[config.mk]
export PLATFORM = sky130hd
export DESIGN_NAME = s2lab_div
export DESIGN_NICKNAME = d
export VERILOG_FILES = /design/src/rtl/s2lab_pkg.sv /design/src/rtl/s2lab_div.sv
export SDC_FILE = /design/constraint.sdc
export NUM_CORES = 2
export LEC_CHECK = 0
export BUFFER_PORTS_ARGS = -buffer_cell sky130_fd_sc_hd__buf_2
export CORE_UTILIZATION = 24
export CTS_CLUSTER_DIAMETER = 120
export DETAILED_ROUTE_END_ITERATION = 12
export PLACE_DENSITY = 0.36
export SETUP_SLACK_MARGIN = 0.4
export SLEW_MARGIN = 20
export SYNTH_ARGS = -nofsm -noshare
export SYNTH_HDL_FRONTEND = slang
export SYNTH_SLANG_ARGS = --single-unit
[constraint.sdc]
create_clock -name clk -period 5.6 [get_ports clk]
set_clock_uncertainty 0.1 [all_clocks]
set_input_delay 0.84 -clock clk [delete_from_list [all_inputs] [get_ports clk]]
set_output_delay 0.84 -clock clk [all_outputs]
set_load 0.01 [all_outputs]
[src/rtl/s2lab_pkg.sv]
package s2lab_pkg;

	localparam int LANES = 3;
	localparam int LIN_W = 31;
	localparam int COEF_W = 24;
	localparam int SUM_W = 54;
	localparam int T_W = 31;
	localparam int F_W = 21;
	localparam int CUBE_STEPS = 21;

	// white divide: top 32 sum bits times a 32-bit reciprocal, then one correction
	localparam int HI_SHIFT = 22;
	localparam int RECIP_SHIFT = 33;
	localparam int REM_W = 26;

	typedef struct packed {
		logic [7:0] red;
		logic [7:0] green;
		logic [7:0] blue;
	} pixel_t;

	typedef struct packed {
		logic [14:0]        lightness;
		logic signed [15:0] green_red;
		logic signed [15:0] blue_yellow;
	} lab_t;

	// rgb to xyz matrix, units of 1e-7, row x/y/z, column r/g/b
	localparam logic [COEF_W-1:0] MATRIX [LANES][LANES] = '{
		'{24'd4124564, 24'd3575761, 24'd1804375},
		'{24'd2126729, 24'd7151522, 24'd721750},
		'{24'd193339, 24'd1191920, 24'd9503041}
	};

	// white point times 1e7
	localparam logic [COEF_W-1:0] XYZ_DIV [LANES] = '{24'd9504560, 24'd10000000, 24'd10887540};

	// floor(2^55 / white)
	localparam logic [31:0] XYZ_RECIP [LANES] = '{
		32'((64'd1 << (HI_SHIFT + RECIP_SHIFT)) / 64'd9504560),
		32'((64'd1 << (HI_SHIFT + RECIP_SHIFT)) / 64'd10000000),
		32'((64'd1 << (HI_SHIFT + RECIP_SHIFT)) / 64'd10887540)
	};

	// q30 linear value of one srgb code, evaluated at elaboration only
	function automatic logic [LIN_W-1:0] lin_value(input int unsigned code);
		longint unsigned c;
		longint unsigned one;
		longint unsigned v;
		longint unsigned v2;
		longint unsigned lo;
		longint unsigned hi;
		longint unsigned mid;
		longint unsigned y2;
		longint unsigned y4;
		longint unsigned p5;
		longint unsigned res;
		c = 64'(code);
		one = 64'd1 << 30;
		if (c <= 64'd10) begin
			res = (c * 64'd10 * one + 64'd16473) / 64'd32946;
		end else begin
			v = ((64'd1000 * c + 64'd14025) * one + 64'd134512) / 64'd269025;
			v2 = (v * v + (one >> 1)) >> 30;
			lo = 64'd0;
			hi = one + 64'd1;
			while (hi - lo > 64'd1) begin
				mid = lo + ((hi - lo) >> 1);
				y2 = (mid * mid) >> 30;
				y4 = (y2 * y2) >> 30;
				p5 = (y4 * mid) >> 30;
				if (p5 <= v2)
					lo = mid;
				else
					hi = mid;
			end
			res = (v2 * lo + (one >> 1)) >> 30;
		end
		return LIN_W'(res);
	endfunction

endpackage

[src/rtl/s2lab_div.sv]
module s2lab_div
	import s2lab_pkg::*;
(
	input  logic             clk,
	input  logic             arst_n,
	input  logic             advance,
	input  logic             sum_valid,
	input  logic [SUM_W-1:0] sum [LANES],
	output logic             t_valid,
	output logic [T_W-1:0]   t [LANES]
);

	logic [63:0]      est_full [LANES];
	logic [T_W-1:0]   q_est_s1 [LANES];
	logic [REM_W-1:0] n_low_s1 [LANES];
	logic [REM_W-1:0] qd_full [LANES];
	logic [T_W-1:0]   q_est_s2 [LANES];
	logic [REM_W-1:0] n_low_s2 [LANES];
	logic [REM_W-1:0] qd_s2 [LANES];
	logic [REM_W-1:0] rem [LANES];
	logic [T_W-1:0]   q_s3 [LANES];
	logic             v_s1;
	logic             v_s2;
	logic             v_s3;

	// estimate from the top sum bits is the quotient or one below it,
	// so the remainder is under twice the divisor and only low bits matter
	always_comb begin
		for (int l = 0; l < LANES; l++) begin
			est_full[l] = 64'(sum[l][SUM_W-1:HI_SHIFT]) * 64'(XYZ_RECIP[l]);
			qd_full[l] = q_est_s1[l][REM_W-1:0] * REM_W'(XYZ_DIV[l]);
			rem[l] = n_low_s2[l] - qd_s2[l];
		end
	end

	always_ff @(posedge clk) begin
		if (advance) begin
			for (int l = 0; l < LANES; l++) begin
				q_est_s1[l] <= est_full[l][63:RECIP_SHIFT];
				n_low_s1[l] <= sum[l][REM_W-1:0];
				q_est_s2[l] <= q_est_s1[l];
				n_low_s2[l] <= n_low_s1[l];
				qd_s2[l] <= qd_full[l];
				q_s3[l] <= q_est_s2[l] + T_W'(rem[l] >= REM_W'(XYZ_DIV[l]));
			end
		end
	end

	always_ff @(posedge clk or negedge arst_n) begin
		if (!arst_n) begin
			v_s1 <= 1'b0;
			v_s2 <= 1'b0;
			v_s3 <= 1'b0;
		end else if (advance) begin
			v_s1 <= sum_valid;
			v_s2 <= v_s1;
			v_s3 <= v_s2;
		end
	end

	assign t_valid = v_s3;
	assign t = q_s3;

endmodule

==> summary.txt <==
CTS
  – CTS Buf Count: 60
  – CTS Buffer Depth: 3
  – Later-pin clock latency in the skew report: 740 ps
  – Clock Pin Slew Worst Setup and Hold Paths: 60 ps
  – Root Buffer: clkbuf_16
  – CTS Sinks: 472
  – H-tree depth: 2
  – CTS tree: done

GRT
  – Initial antenna violation count: 16
  – Grt ovf: 0
  – Vias in the first global route: 58500
  – First-pass GRT wire length: 370000 um
  – GRT Total Usage: 15.2%
  – Largest net degree at the start of global routing: 121

Yosys
  – Synth cell types: 82
  – Seq cells post-synth: 472
  – Area leader, netlist: fa_1
  – Post-synth EDFFs: 469
  – Mapped Cells: 6967
  – Post-synth ARST share: 0.636%
  – Sequential area share after synthesis: 18.1%
  – Synth top area share: 35.1%
  – Synth Cell Area: 78100 um^2
  – Dominant cells by area after synthesis: fa_1 (35%), ha_1 (24%), edfxtp_1 (18%)
  – Most frequent cells after synthesis: inv_1 (2133), ha_1 (1510), fa_1 (1369)
  – Ys flop type: edfxtp_1
  – Total nets after synthesis: 10000
  – Most common cell in the netlist: inv_1
  – Mean Syn Cell Area: 11.2 um^2
  – Synth Warn #: 0

Setup path
  – Worst setup EP type: flop
  – Setup crit start kind: input pin
  – RR Startpoint: q_est_s1[0][72]
  – Worst Setup SP: sum[92]
  – Worst R2R End: qd_s2[0][71]
  – End of the critical path: q_est_s1[0][61]
  – R2R Setup Slk: -210 ps
  – CP required: 5920 ps
  – WS Path Type: input pin to flop
  – Reg2reg path depth: 21
  – CP Data Arrival Time: 7560 ps
  – CP max FO: 4

STA
  – Slew Limit Fails: 0
  – Final setup viols: 94
  – Final-report hold violation count: 0
  – Slew headroom: 34.5%
  – Fmax: 0.138 GHz
  – Tcrit/Tclk final: 129%
  – Period minus WS final: 7250 ps
  – Worst-Margin Slew: 983 ps
  – Final worst slack: -1650 ps
  – RSZ-0062 raised after global routing: yes

Placed design
  – Post-DP HPWL: 221000 um
  – PortBufs: 246
  – Gpl congestion: 0.905

Finish
  – Register area: 14200 um^2
  – Post-layout util: 31.5%
  – # nets final: 11600
  – P&R area growth vs syn: 30.5%
  – Filler cells: 33300
  – Area of the multi-input gates: 60400 um^2
  – Share of layout cells above drive strength 1: 27.7%

Floorplan
  – Die X: 572 um
  – Starting Density: 24.1%
  – Die area: 328000 um^2
  – Top Ports: 260
  – Chip height: 572 um
  – Core Area: 324000 um^2
  – Core Rows: 209

Drt
  – DR vias: 52300
  – Via-per-instance ratio: 4.04
  – Final wirelength: 248000 um
  – DRC Markers: 136
  – Routed len/inst: 19.1 um
  – Initial DRC Count: 2017
  – Drt pass-1 iters: 9
  – Routed Antenna Nets: 0

Status
  – Status: finished, violations left
  – Failing checks: design-rule violations, negative setup slack

Min path
  – Min-delay worst type: input pin to flop
  – Worst Min Path Start: sum[20]

Job
  – Max-cap violations: 0
==> registers in the layout (all words and copies together), names as in the netlist <==
register,cells
q_est_s1,93
n_low_s1,65
q_est_s2,93
t_valid,1
qd_s2,60
n_low_s2,65
v_s1,1
v_s2,1
t,93
==> routing by layer <==
layer	GRT usage (%)	vias up	routed length [um]
li1	-	25200	-
met2	25.3	481	116000
met1	22.0	26500	122000
met5	0	-	10
met3	1.36	133	6160
met4	1.82	2	3190
==> final cells by class <==
type	instances	share of cell area, %
Clock buffer	67	1.50
Sequential cell	472	13.9
Antenna cell	10	0.0246
Tap cell	4325	5.31
Multi-Input combinational cell	4360	59.2
Timing Repair Buffer	1536	11.7
Inverter	2133	7.86
Clock inverter	44	0.507
==> repair_timing <==
item / in CTS / in global routing
buffers inserted: 87 / 56
hold buffers: 1 / 0
gates resized for setup: 598 / 368
endpoints found under the setup margin: 148 / 142
endpoints found under the hold margin: 3 / 0
pin swaps: 305 / 280
==> critical path, stage by stage <==
cell and delay (ps):
buf_12 120, buf_12 130, fa_1 510, fa_1 430, fa_1 510, fa_1 430, fa_1 570, fa_1 440
fa_1 500, inv_1 50, fa_1 490, inv_2 50, ha_4 220, a211oi_4 260, o21ai_2 100, a221o_1 320
a21o_1 210, a211o_4 370, nor2_4 150, o21ai_4 80, a31o_1 260, a211o_1 300, a21oi_2 140, xnor2_1 70
==> worst min-delay path by stage <==
stage                                  to  slack (ps)  depth (start not counted)
after floorplan           n_low_s2[0][10]         300                          0
after global placement    q_est_s2[0][24]         300                          0
after detailed placement  q_est_s2[0][25]         300                          0
after CTS                 n_low_s1[0][72]          60                          1
after global routing      n_low_s1[0][73]          90                          1
final                     n_low_s1[0][72]         180                          1
==> per-stage QoR <==
step	setup WS [ps]	hold WS, ps	setup TNS (ps)	cells	area (um^2)
6_report	-1650	176	-103330	12900	102000
2_1_floorplan	-1740	300	-103750	6967	79000
3_3_place_gp	-2650	305	-197980	12700	94300
3_5_place_dp	-2680	305	-198380	12700	94300
5_1_grt	-1820	86.2	-115520	12900	102000
4_1_cts	-1600	57.8	-96900	12900	99700
==> cells in the final DEF, fill, tap and decap left out, types with 18 or more instances in the layout <==
cell / instances
inv_1: 2024
ha_1: 1310
fa_1: 1253
buf_4: 1195
edfxtp_1: 469
xnor2_1: 213
buf_2: 181
ha_4: 177
buf_6: 129
fa_2: 116
nor2_1: 112
nand2_1: 110
inv_2: 106
a21oi_1: 99
xor2_1: 97
a21o_1: 86
nand3_1: 62
clkbuf_16: 60
a21oi_2: 55
o21ai_0: 46
nor3_1: 42
nand4_1: 34
and3_1: 29
nor2b_1: 26
o21ai_2: 25
ha_2: 23
o21a_1: 22
o21bai_1: 22
buf_12: 22
nand2b_1: 20
nor2_2: 18
==> kinds of logic after synthesis <==
family	count (synthesis)	share of synthesized area (%)
muxes	6	0.0817
adders and majority gates	2879	59.3
xor gates and xnor gates	339	3.80
DFF	472	18.1
buffers and inverters	2135	10.3
AOI/OAI and AO/OA	548	4.77
and+or+nand+nor	588	3.67
Power is left out: the tool's default activity adds up to more than one toggle a clock period on the data nets, which glitch-free logic cannot reach.
