## config.mk

```make
export PLATFORM = sky130hd
export DESIGN_NAME = s2lab_lab
export DESIGN_NICKNAME = d
export VERILOG_FILES = /design/src/rtl/s2lab_pkg.sv /design/src/rtl/s2lab_lab.sv
export SDC_FILE = /design/constraint.sdc
export NUM_CORES = 1
export LEC_CHECK = 0
export ABC_CLOCK_PERIOD_IN_PS = 7300
export BUFFER_PORTS_ARGS = -buffer_cell sky130_fd_sc_hd__buf_2
export CAP_MARGIN = 10
export CORE_MARGIN = 2
export CORE_UTILIZATION = 65
export CTS_BUF_LIST = sky130_fd_sc_hd__clkbuf_4 sky130_fd_sc_hd__clkbuf_8 sky130_fd_sc_hd__clkbuf_16
export DETAILED_ROUTE_END_ITERATION = 16
export PLACE_DENSITY = 0.95
export SKIP_LAST_GASP = 1
export SYNTH_ARGS = -nofsm -noshare
export SYNTH_HDL_FRONTEND = slang
export SYNTH_SLANG_ARGS = --single-unit
export TNS_END_PERCENT = 30
```

## constraint.sdc

```tcl
create_clock -name clk -period 7.3 [get_ports clk]
set_clock_uncertainty 0.05 [all_clocks]
set_input_delay 0.73 -clock clk [delete_from_list [all_inputs] [get_ports clk]]
set_output_delay 0.73 -clock clk [all_outputs]
set_load 0.03 [all_outputs]
```

## src/rtl/s2lab_pkg.sv

```systemverilog
package s2lab_pkg;

	localparam int LANES = 3;
	localparam int LIN_W = 31;
	localparam int COEF_W = 24;
	localparam int SUM_W = 54;
	localparam int T_W = 31;
	localparam int F_W = 21;
	localparam int CUBE_STEPS = 21;

	// white divide: top 32 sum bits times a 32-bit reciprocal, then one correction
	localparam int HI_SHIFT = 22;
	localparam int RECIP_SHIFT = 33;
	localparam int REM_W = 26;

	typedef struct packed {
		logic [7:0] red;
		logic [7:0] green;
		logic [7:0] blue;
	} pixel_t;

	typedef struct packed {
		logic [14:0]        lightness;
		logic signed [15:0] green_red;
		logic signed [15:0] blue_yellow;
	} lab_t;

	// rgb to xyz matrix, units of 1e-7, row x/y/z, column r/g/b
	localparam logic [COEF_W-1:0] MATRIX [LANES][LANES] = '{
		'{24'd4124564, 24'd3575761, 24'd1804375},
		'{24'd2126729, 24'd7151522, 24'd721750},
		'{24'd193339, 24'd1191920, 24'd9503041}
	};

	// white point times 1e7
	localparam logic [COEF_W-1:0] XYZ_DIV [LANES] = '{24'd9504560, 24'd10000000, 24'd10887540};

	// floor(2^55 / white)
	localparam logic [31:0] XYZ_RECIP [LANES] = '{
		32'((64'd1 << (HI_SHIFT + RECIP_SHIFT)) / 64'd9504560),
		32'((64'd1 << (HI_SHIFT + RECIP_SHIFT)) / 64'd10000000),
		32'((64'd1 << (HI_SHIFT + RECIP_SHIFT)) / 64'd10887540)
	};

	// q30 linear value of one srgb code, evaluated at elaboration only
	function automatic logic [LIN_W-1:0] lin_value(input int unsigned code);
		longint unsigned c;
		longint unsigned one;
		longint unsigned v;
		longint unsigned v2;
		longint unsigned lo;
		longint unsigned hi;
		longint unsigned mid;
		longint unsigned y2;
		longint unsigned y4;
		longint unsigned p5;
		longint unsigned res;
		c = 64'(code);
		one = 64'd1 << 30;
		if (c <= 64'd10) begin
			res = (c * 64'd10 * one + 64'd16473) / 64'd32946;
		end else begin
			v = ((64'd1000 * c + 64'd14025) * one + 64'd134512) / 64'd269025;
			v2 = (v * v + (one >> 1)) >> 30;
			lo = 64'd0;
			hi = one + 64'd1;
			while (hi - lo > 64'd1) begin
				mid = lo + ((hi - lo) >> 1);
				y2 = (mid * mid) >> 30;
				y4 = (y2 * y2) >> 30;
				p5 = (y4 * mid) >> 30;
				if (p5 <= v2)
					lo = mid;
				else
					hi = mid;
			end
			res = (v2 * lo + (one >> 1)) >> 30;
		end
		return LIN_W'(res);
	endfunction

endpackage

```

## src/rtl/s2lab_lab.sv

```systemverilog
module s2lab_lab
	import s2lab_pkg::*;
(
	input  logic           clk,
	input  logic           arst_n,
	input  logic           advance,
	input  logic           f_valid,
	input  logic [F_W-1:0] f [LANES],
	output logic           lab_valid,
	output lab_t           lab
);

	localparam logic signed [29:0] L_OFFSET = 30'sd16777216;
	localparam logic signed [29:0] L_MAX = 30'sd25600;
	localparam logic signed [31:0] AB_MIN = -32'sd32768;
	localparam logic signed [31:0] AB_MAX = 32'sd32767;

	logic signed [29:0] l_raw_s1;
	logic signed [31:0] a_raw_s1;
	logic signed [31:0] b_raw_s1;
	logic signed [21:0] dxy;
	logic signed [21:0] dyz;
	logic signed [29:0] l_rnd;
	logic signed [31:0] a_rnd;
	logic signed [31:0] b_rnd;
	lab_t               lab_next;
	lab_t               lab_s2;
	logic               v_s1;
	logic               v_s2;

	always_comb begin
		dxy = $signed({1'b0, f[0]}) - $signed({1'b0, f[1]});
		dyz = $signed({1'b0, f[1]}) - $signed({1'b0, f[2]});
		// round half up: floor((v + 2048) / 4096) for either sign
		l_rnd = (l_raw_s1 + 30'sd2048) >>> 12;
		a_rnd = (a_raw_s1 + 32'sd2048) >>> 12;
		b_rnd = (b_raw_s1 + 32'sd2048) >>> 12;
		if (l_rnd < 30'sd0)
			lab_next.lightness = '0;
		else if (l_rnd > L_MAX)
			lab_next.lightness = 15'(L_MAX);
		else
			lab_next.lightness = 15'(l_rnd);
		if (a_rnd < AB_MIN)
			lab_next.green_red = 16'(AB_MIN);
		else if (a_rnd > AB_MAX)
			lab_next.green_red = 16'(AB_MAX);
		else
			lab_next.green_red = 16'(a_rnd);
		if (b_rnd < AB_MIN)
			lab_next.blue_yellow = 16'(AB_MIN);
		else if (b_rnd > AB_MAX)
			lab_next.blue_yellow = 16'(AB_MAX);
		else
			lab_next.blue_yellow = 16'(b_rnd);
	end

	always_ff @(posedge clk) begin
		if (advance) begin
			l_raw_s1 <= $signed({9'd0, f[1]}) * 30'sd116 - L_OFFSET;
			a_raw_s1 <= 32'(dxy) * 32'sd500;
			b_raw_s1 <= 32'(dyz) * 32'sd200;
			lab_s2 <= lab_next;
		end
	end

	always_ff @(posedge clk or negedge arst_n) begin
		if (!arst_n) begin
			v_s1 <= 1'b0;
			v_s2 <= 1'b0;
		end else if (advance) begin
			v_s1 <= f_valid;
			v_s2 <= v_s1;
		end
	end

	assign lab_valid = v_s2;
	assign lab = lab_s2;

endmodule

```

==> results.sh <==
export IMPL_drtIter0Drc=1199
export IMPL_drt_total_wl_um=37150
export IMPL_tns_ps=0
export IMPL_grt_max_degree=83
export IMPL_htreeDepth=3
export IMPL_synth_top_cells_by_area="edfxtp_1 22%, ha_1 20%, fa_1 18%, inv_1 8.7%, xnor2_1 5.3%"
export IMPL_yosysUniqueCellTypes=71
export IMPL_async_flop_share_pct=1.852
export IMPL_tritoncts="yes"
export IMPL_via_per_inst=6.095
export IMPL_crit_fanout=8
export IMPL_dp_hpwl_um=27990
export IMPL_mappedNetlistNets=1944
export IMPL_endpoint_kind="flop"
export IMPL_synthFlopType="edfxtp_1"
export IMPL_finalMaxSlewViolations=0
export IMPL_yosysTopAreaCell="edfxtp_1"
export IMPL_die_height_um=153.2
export IMPL_hp_class="in -> async"
export IMPL_yosysSeqAreaShare_pct=22.34
export IMPL_crit_path_max_incr_delay_ps=550
export IMPL_grt_pass1_vias=12703
export IMPL_grt_pass1_wl_um=60290
export IMPL_worst_pin_slew_ps=1270
export IMPL_synth_area_per_cell_um2=9.504
export IMPL_start_util_pct=66.33
export IMPL_hold_viol=0
export IMPL_ios=115
export IMPL_crit_path_end="a_raw_s1[29]"
export IMPL_vias=11916
export IMPL_cp_data_required_time_ps=7380
export IMPL_cp_num_cells=30
export IMPL_clk_pin_slew_ps=90
export IMPL_post_drt_wl_per_cell_um=19.00
export IMPL_crit_family="compound AO/OA/AOI/OAI gates"
export IMPL_crit_type="in -> reg"
export IMPL_timing_rr_start="b_raw_s1[11]"
export IMPL_crit_top_cell="inv_1"
export IMPL_antenna_cells=0
export IMPL_cp_data_arrival_time_ps=7260
export IMPL_clockRootBuffer="clkbuf_16"
export IMPL_grt_use_total_pct=31.65
export IMPL_cts_made_buffers=9
export IMPL_synth_seq_cells=108
export IMPL_grt_setup_unrepaired="yes"
export IMPL_ys_warn_count=0
export IMPL_clock_sinks=108
export IMPL_r2r_worst_path_cells=10
export IMPL_timing_rr_end="lab[11]"
export IMPL_area_growth_pct=10.61
export IMPL_num_nets_final=2091
export IMPL_clk_path_buf_depth=2
export IMPL_gp_congestion=0.9036
export IMPL_slew_limit_headroom_pct=15.36
export IMPL_die_w_um=153.2
export IMPL_die_area_um2=23480
export IMPL_drive_gt1_share_pct=11.82
export IMPL_synth_area_um2=14480
export IMPL_fin_crit_sh_pct=98.34
export IMPL_synth_edf_count=106
export IMPL_postSynthCellCount=1523
export IMPL_drc_errors=0
export IMPL_fmax_ghz=0.1393
export IMPL_grt_ovfl_total=0
export IMPL_worstSetupStartpoint="f[26]"
export IMPL_critPathBufInv=6
export IMPL_grt_antenna_before_repair=0
export IMPL_ant_nets=0
export IMPL_period_minus_slack_ps=7178
export IMPL_insertion_delay_ps=380
export IMPL_yosysTopAreaCellShare_pct=21.99
export IMPL_cap_violations=0
export IMPL_start_kind="primary input"
export IMPL_core_area_um2=21820
export IMPL_r2r_slack_ps=3530
export IMPL_setup_viol=0
export IMPL_firstDrtPassIters=8
export IMPL_numPortBuffers=114
export IMPL_cp_slowest_cell="fa_1"
export IMPL_status="complete, no violations"
export IMPL_row_count=54
[area by class of cell]
type,count,area [µm²]
multi-input cells,1067,10020
inverters,338,1269
fillers,1332,5813
flip-flops and latches,108,3233
well taps,280,350.3
repair buffers,146,813.3
clock buffers,9,225.2
clock inverters,7,102.6
[cell usage in the layout (no fill, tap or decap), types with 5 or more instances in the layout]
cell	Yosys	layout
a21o_1	24	24
nor2_1	83	82
nand3_1	28	28
and4_1	6	6
a31oi_1	13	11
o21ai_1	6	8
edfxtp_1	106	106
nand4_1	15	15
fa_1	127	127
buf_2	0	113
buf_4	0	33
and3_1	22	22
or3_1	6	5
xnor2_1	87	87
or2_2	5	5
clkbuf_16	0	9
ha_1	227	225
a21oi_1	88	88
xor2_1	61	60
nor2b_1	13	12
a211oi_1	8	5
nand2_1	54	54
o21ai_0	42	40
nor3_1	23	23
inv_1	337	337
o21a_1	27	27
o21bai_1	8	7
nand2b_1	14	14
and2_1	12	12
[through the flow]
step | std cells | utilization, % | hold slack (ps) | area (µm²) | worst slack [ps]
global placement | 1938 | 71.45 | 433.3 | 15590 | 105.4
finish | 1955 | 73.36 | 70.65 | 16010 | 121.5
detailed placement | 1938 | 71.45 | 441.6 | 15590 | -220.5
global route | 1955 | 73.36 | 75.86 | 16010 | -141.8
floorplan | 1523 | - | 384.4 | 14480 | 400.6
CTS | 1954 | 72.96 | 70.79 | 15920 | 61.10
[per-layer routing]
metal / GRT usage, % / routed length [µm] / up-vias
li1: - / - / 5372
met1: 37.59 / 13610 / 5623
met2: 54.10 / 18110 / 704
met3: 5.444 / 2738 / 217
met4: 18.61 / 2691 / 0
met5: 0 / 0 / -
[what timing repair did]
item,CTS,global route
endpoints found under the setup margin,0,9
gates resized for setup,0,16
setup buffers,0,1
hold buffers,0,0
[worst min path at each step]
stage,start,endpoint,slack [ps],depth (start not counted)
CTS,arst_n,lab_valid,70,1
finish,arst_n,lab_valid,70,1
floorplan,arst_n,lab_valid,380,0
detailed placement,lab_valid,lab_valid,440,1
global placement,v_s1,v_s1,430,1
global route,arst_n,v_s1,80,1
[state kept, by name, indices dropped and copies added, names as in the netlist]
signal / flops
v_s1: 1
b_raw_s1: 20
lab: 47
l_raw_s1: 18
a_raw_s1: 21
lab_valid: 1
[synthesized netlist by cell type, drive strengths merged, types with 3 or more instances]
cell type and count:
a211oi 8, a21o 24, a21oi 92, a311oi 3, a31oi 15, and2 13
and3 22, and4 6, clkbuf 9, edfxtp 106, fa 127, ha 227
inv 338, maj3 3, nand2 54, nand2b 14, nand3 28, nand4 15
nor2 84, nor2b 13, nor3 23, nor4 3, o211ai 4, o21a 27
o21ai 48, o21bai 9, o31a 5, o31ai 3, or2 6, or3 6
xnor2 89, xor2 62
[cell families (layout without fill, tap and decap cells)]
kind of cell    count (synthesis)  in the layout  share of synthesized area, %
compound gates                260            260                         11.52
simple gates                  295            295                         10.18
fa+ha+maj                     357            357                         37.39
xor+xnor                      151            151                         9.292
buf+inv                       348            500                         9.024
mux                             3              3                        0.2247
other cells                     1              1                       0.02591
flops                         108            108                         22.34
Power is not shown: default switching activity piles up to over one toggle a cycle in this logic, so the estimate is an artifact.
